### config.mk
export PLATFORM = sky130hd
export DESIGN_NAME = unique_value_set_store_top
export DESIGN_NICKNAME = d
export VERILOG_FILES = /design/src/sv/uvs_pkg.sv /design/src/sv/uvs_cell.sv /design/src/sv/unique_value_set_store_top.sv
export SDC_FILE = /design/constraint.sdc
export NUM_CORES = 1
export LEC_CHECK = 0
export ABC_AREA = 1
export BUFFER_PORTS_ARGS = -buffer_cell sky130_fd_sc_hd__buf_4
export CORE_UTILIZATION = 64
export CTS_CLUSTER_SIZE = 16
export DETAILED_ROUTE_END_ITERATION = 16
export PLACE_DENSITY = 0.89
export SETUP_SLACK_MARGIN = 0.4
export SYNTH_ARGS = -nofsm -noshare
export SYNTH_HDL_FRONTEND = slang
export SYNTH_HIERARCHICAL = 1
export SYNTH_SLANG_ARGS = --single-unit
### constraint.sdc
create_clock -name clk_i -period 5.41 [get_ports clk_i]
set_input_delay 0.2705 -clock clk_i [delete_from_list [all_inputs] [get_ports clk_i]]
set_output_delay 0.2705 -clock clk_i [all_outputs]
set_load 0.05 [all_outputs]
### src/sv/uvs_pkg.sv
// ----------------------------------------------------------------------------
// uvs_pkg: shared definitions for the unique value set store
// Capacity, derived widths, request actions, result status codes and the
// control bundle that the top level hands to each storage cell.
// ----------------------------------------------------------------------------
`default_nettype none

package uvs_pkg;

  // Number of entries the store can hold.
  localparam int unsigned CAPACITY = 16;

  // Width of one stored value.
  localparam int unsigned VAL_W = 32;

  // Width of the entry count, which must be able to hold CAPACITY itself.
  localparam int unsigned CNT_W = $clog2(CAPACITY + 1);

  // Request actions.
  localparam logic ACT_INSERT = 1'b0;
  localparam logic ACT_REMOVE = 1'b1;

  // Result status codes.
  typedef enum logic [2:0] {
    ST_INSERTED  = 3'd0,
    ST_PRESENT   = 3'd1,
    ST_FULL      = 3'd2,
    ST_REMOVED   = 3'd3,
    ST_NOT_FOUND = 3'd4
  } status_e;

  // Per-cell control from the top level.
  typedef struct packed {
    logic valid;   // cell holds a live entry
    logic wr;      // load the request value into this cell
    logic rm;      // a remove request is being applied this cycle
  } cell_ctrl_t;

endpackage

`default_nettype wire

### src/sv/uvs_cell.sv
// ----------------------------------------------------------------------------
// uvs_cell: one storage cell of the set store
// Holds one value, compares it against the request value, passes the
// "match seen so far" flag up the chain and, during a remove, takes the
// value of its upper neighbor once the match lies at or below it.
// ----------------------------------------------------------------------------
`default_nettype none

module uvs_cell (
  input  wire                                clk_i,
  input  wire uvs_pkg::cell_ctrl_t           ctrl_i,
  input  wire logic [uvs_pkg::VAL_W-1:0]     req_value_i,
  input  wire logic [uvs_pkg::VAL_W-1:0]     next_value_i,
  input  wire logic                          hit_i,
  output logic      [uvs_pkg::VAL_W-1:0]     value_o,
  output logic                               hit_o
);
  import uvs_pkg::*;

  logic [VAL_W-1:0] value_q;
  logic [VAL_W-1:0] value_d;
  logic             match;

  // A live entry equal to the request value is a match.
  assign match   = ctrl_i.valid && (value_q == req_value_i);
  assign hit_o   = hit_i | match;
  assign value_o = value_q;

  // Load on insert; on remove every cell from the match upward moves down.
  always_comb begin
    value_d = value_q;
    if (ctrl_i.wr) begin
      value_d = req_value_i;
    end else if (ctrl_i.rm && hit_o) begin
      value_d = next_value_i;
    end
  end

  always_ff @(posedge clk_i) begin
    value_q <= value_d;
  end

endmodule

`default_nettype wire

### src/sv/unique_value_set_store_top.sv
// ----------------------------------------------------------------------------
// unique_value_set_store_top: set of distinct 32-bit values in insert order
// A chain of storage cells searches all entries in parallel, appends new
// values at the fill point and closes gaps on remove by shifting down.
// ----------------------------------------------------------------------------
// Usage:
//   Requests enter on in_valid_i/in_ready_o with action_i (0 insert if
//   absent, 1 remove first match) and value_i. Each request yields exactly
//   one result on out_valid_o/out_ready_i carrying status_o and count_o,
//   the number of entries held after the request.
//   The result is registered at the edge that accepts the request. Throughput
//   is one request per cycle while out_ready_i stays high; the compare, the match
//   chain through the cells and the shift all complete in the accepting cycle.
//   While a result waits, in_ready_o follows out_ready_i, so a new request
//   is taken in the same cycle the waiting result leaves. If the receiver
//   stalls, the result holds and no further request is accepted.
//   Reset clears the entry count and the output valid; the store is empty
//   and ready at once, with no clearing pass. Capacity is CAPACITY entries;
//   an insert of an absent value into a full store drops it and reports full.
// ----------------------------------------------------------------------------
`default_nettype none

module unique_value_set_store_top (
  input  wire                           clk_i,
  input  wire                           rst_ni,
  input  wire                           in_valid_i,
  output logic                          in_ready_o,
  input  wire                           action_i,
  input  wire logic signed [31:0]       value_i,
  output logic                          out_valid_o,
  input  wire                           out_ready_i,
  output logic [2:0]                    status_o,
  output logic [4:0]                    count_o
);
  import uvs_pkg::*;

  logic [CNT_W-1:0]  count_q;
  logic [CNT_W-1:0]  count_d;
  logic              out_valid_q;
  status_e           status_q;
  status_e           status_d;
  logic [CNT_W-1:0]  res_count_q;

  logic              accept;
  logic              found;
  logic              full;
  logic              do_insert;
  logic              do_remove;
  logic [VAL_W-1:0]  req_value;

  cell_ctrl_t        ctrl   [CAPACITY];
  logic [VAL_W-1:0]  cell_val [CAPACITY];
  logic [CAPACITY:0] hit;

  // Handshake: take a request when the output register is free or emptying.
  assign in_ready_o = !out_valid_q || out_ready_i;
  assign accept     = in_valid_i && in_ready_o;
  assign req_value  = value_i;

  assign found     = hit[CAPACITY];
  assign full      = (count_q == CNT_W'(CAPACITY));
  assign do_insert = accept && (action_i == ACT_INSERT) && !found && !full;
  assign do_remove = accept && (action_i == ACT_REMOVE) && found;

  // Cell chain: the match flag ripples upward, values shift downward.
  assign hit[0] = 1'b0;

  for (genvar i = 0; i < CAPACITY; i++) begin : g_cell
    logic [VAL_W-1:0] next_val;

    if (i == CAPACITY - 1) begin : g_top
      assign next_val = cell_val[i];
    end else begin : g_mid
      assign next_val = cell_val[i+1];
    end

    assign ctrl[i].valid = (CNT_W'(i) < count_q);
    assign ctrl[i].wr    = do_insert && (count_q == CNT_W'(i));
    assign ctrl[i].rm    = do_remove;

    uvs_cell u_cell (
      .clk_i        (clk_i),
      .ctrl_i       (ctrl[i]),
      .req_value_i  (req_value),
      .next_value_i (next_val),
      .hit_i        (hit[i]),
      .value_o      (cell_val[i]),
      .hit_o        (hit[i+1])
    );
  end

  // Result status and next count.
  always_comb begin
    count_d = count_q;
    if (action_i == ACT_INSERT) begin
      if (found) begin
        status_d = ST_PRESENT;
      end else if (full) begin
        status_d = ST_FULL;
      end else begin
        status_d = ST_INSERTED;
        count_d  = count_q + CNT_W'(1);
      end
    end else begin
      if (found) begin
        status_d = ST_REMOVED;
        count_d  = count_q - CNT_W'(1);
      end else begin
        status_d = ST_NOT_FOUND;
      end
    end
  end

  // Control state: entry count and output valid.
  always_ff @(posedge clk_i or negedge rst_ni) begin
    if (!rst_ni) begin
      count_q     <= '0;
      out_valid_q <= 1'b0;
    end else begin
      if (accept) begin
        count_q <= count_d;
      end
      if (accept) begin
        out_valid_q <= 1'b1;
      end else if (out_ready_i) begin
        out_valid_q <= 1'b0;
      end
    end
  end

  // Result payload register.
  always_ff @(posedge clk_i) begin
    if (accept) begin
      status_q    <= status_d;
      res_count_q <= count_d;
    end
  end

  assign out_valid_o = out_valid_q;
  assign status_o    = status_q;
  assign count_o     = 5'(res_count_q);

endmodule

`default_nettype wire

==> metrics.csv <==
stage;metric;value;unit
grt;grt_max_degree;50;
timing;rsz0062_at_grt;no;
run;drv_cap;0;
timing;relSlewSlack;62.4;%
grt;grt_pass1_vias;26800;
finish;antenna_cells;0;
yosys;synth_xor_area_share;5.37;%
yosys;ys_warn_count;6;
clock_tree;cts_buffers;55;
hold_path;min_path_cells;3;
detailed_routing;drt-total-wl;87200;µm
finish;layout_common_cells;nand2_1 (1,902), inv_1 (640), edfxtp_1 (520), o21ai_0 (297), nor2_1 (251);
yosys;ys_ff_latch;526;
power;power-per-cell-area;284;mW/mm²
finish;syn_to_final_growth;10.8;%
yosys;seq_area_frac_synth;50.3;%
yosys;synth_compound_area_share;5.16;%
clock_tree;cts-root-buf;clkbuf_16;
outcome;status;finished, final reports clean;
detailed_routing;dr.pass1.iters;8;
setup_path;required;5700;ps
power;ir_drop;270;µV
setup_path;cp-start-kind;register;
yosys;synth_top_family_by_area;simple AND/OR/NAND/NOR gates;
grt;grtUsageMet2;61.3;%
detailed_routing;num_vias;27500;
clock_tree;clk_latency;640;ps
floorplanning;start_util;65.2;%
floorplanning;core;0.0480;mm²
yosys;muxShareOfSynthArea;0;%
detailed_routing;via_per_inst;5.64;
timing;tightest_slew;564;ps
yosys;synth_area;0.0313;mm²
detailed_routing;antenna_left;0;
clock_tree;cts_buffer_depth;3;
yosys;ys_types;27;
setup_path;arrival;4930;ps
clock_tree;cts.clk_slew.worst_paths;60;ps
grt;grt_pass1_wl;135000;µm
grt;antenna_found_initial;0;
detailed_routing;drt_iter0_drc;2967;
setup_path;critPathKind;reg2reg;
grt;grt_overflow;0;
detailed_routing;drc_errors;0;
hold_path;hp-class;in2reg;
grt;grt_most_used_layer;met2;
grt;grtUsageTotal;34.7;%
finish;drive_gt1_share;6.85;%
clock_tree;cts.sinks;526;
place;place_congestion;0.974;
yosys;synth_fa_ha_area_share;0.200;%
grt;met3_usage;6.03;%
setup_path;cpPeakStageDelay;410;ps
floorplanning;num_rows;80;
floorplanning;die_area;0.0498;mm²
timing;hold_viol_final;0;
clock_tree;tritoncts;done;
floorplanning;die_h;223;µm
timing;drv_slew;0;
yosys;syn_inst;4135;
place;dp_hpwl;59800;µm
yosys;yosys.area_share.simple;29.5;%
floorplanning;io_pins;47;
detailed_routing;wl_per_cell;17.9;µm
timing;finalCritPeriodShare;85.7;%
timing;post-route-min-period;4640;ps
power;p_leak;16.6;nW
setup_path;end_kind;register;
timing;tns;0;ps
grt;use_met1;38.9;%
finish;nets;4264;
place;io_buffers;46;
yosys;syn_nets;4177;
setup_path;critical-path-slowest-cell;dfrtp_1;
timing;max_freq;216;MHz
timing;finClkSkew;30.5;ps
finish;layout_commonest_cell;nand2_1;
timing;setup_viol;0;
clock_tree;h-tree-depth;2;
setup_path;reg2regPathDepth;44;
yosys;avgSynthCellArea;7.57;µm²
power;total_power;9.84;mW
setup_path;path_max_fanout;31;
floorplanning;die_w;223;µm
## per-layer routing
layer / share of wire [%] / wire length [µm] / vias to the layer above
met5: 0 / 0 / -
li1: - / - / 13000
met3: 8.5 / 7430 / 434
met2: 50 / 43400 / 1506
met4: 6.4 / 5540 / 0
met1: 35 / 30800 / 12600
## power breakdown
part	switching, mW	internal (mW)	total, mW
Clock	1.60	2.17	3.77
Sequential	0.0925	4.60	4.70
Combinational	0.942	0.431	1.37
## flip-flops by register name, indices dropped and copies added (netlist names)
register,count
count_o,5
g_cell.u_cell/value_o,512
status_o,3
out_valid_o,1
count_q,5
## Yosys cell counts, drive strengths merged
master  number  area [µm²]
nor2       274        1090
o21ai      298        1490
inv        644        2420
o22ai       16         100
conb         1        3.75
xnor2      160        1400
buf         50         263
a21oi        5        25.0
edfxtp     520       15600
clkbuf      64         260
dfrtp        6         150
nand3       43         300
nor3        10        50.1
ha           5        62.6
nor4         1        12.5
nand4       84         532
xor2        32         280
nand2     1922        7260
## path summary, 6_finish.rpt
kind,end,startpoint,slack [ps]
setup / recovery,g_cell[8].u_cell/value_o[13]$_DFFE_PP_,count_q[0]$_DFFE_PN0N_,770
max in group asynchronous,count_q[1]$_DFFE_PN0N_,rst_ni,4520
setup reg to reg,g_cell[8].u_cell/value_o[13]$_DFFE_PP_,count_q[0]$_DFFE_PN0N_,770
min in group asynchronous,count_q[2]$_DFFE_PN0N_,rst_ni,630
hold / removal,g_cell[0].u_cell/value_o[20]$_DFFE_PP_,value_i[20],20
hold reg to reg,g_cell[6].u_cell/value_o[31]$_DFFE_PP_,g_cell[7].u_cell/value_o[31]$_DFFE_PP_,520
## layout make-up
type	instances	area [µm²]
repair buffers	144	1290
inverters	644	2420
multi-input cells	2851	12700
well taps	615	769
clock inverters	31	315
fillers	3419	13300
clock buffers	66	1440
flip-flops and latches	526	15800
## critical path: cells and delay by family (launching register included)
family	cells	cell delay (ps)
simple gates	26	2340
buf+inv	18	1530
flops	1	410
## what timing repair did
item / 4_1_cts / 5_1_grt
hold buffers: 6 / 0
buffers inserted: 0 / 3
endpoints found under the setup margin: 0 / 1019
endpoints found under the hold margin: 12 / 0
gates resized for setup: 0 / 18
## kinds of logic after synthesis
| family | after synthesis |
|---|---|
| xor gates and xnor gates | 192 |
| DFF | 526 |
| AOI/OAI and AO/OA | 319 |
| and+or+nand+nor | 2334 |
| buffers and inverters | 758 |
| adders and majority gates | 5 |
| other | 1 |
## stage by stage
stage	worst slack, ps	hold slack [ps]	instances	utilization [%]	instance area [µm²]
detailed placement	515	83.5	4770	68.2	32800
global route	403	32.5	4877	72.2	34700
finish	772	18.9	4877	72.2	34700
CTS	419	1.29	4873	71.9	34600
global placement	578	82.5	4770	68.2	32800
floorplan	435	-25.1	4135	-	31300
Power figures use the tool's default switching activity.
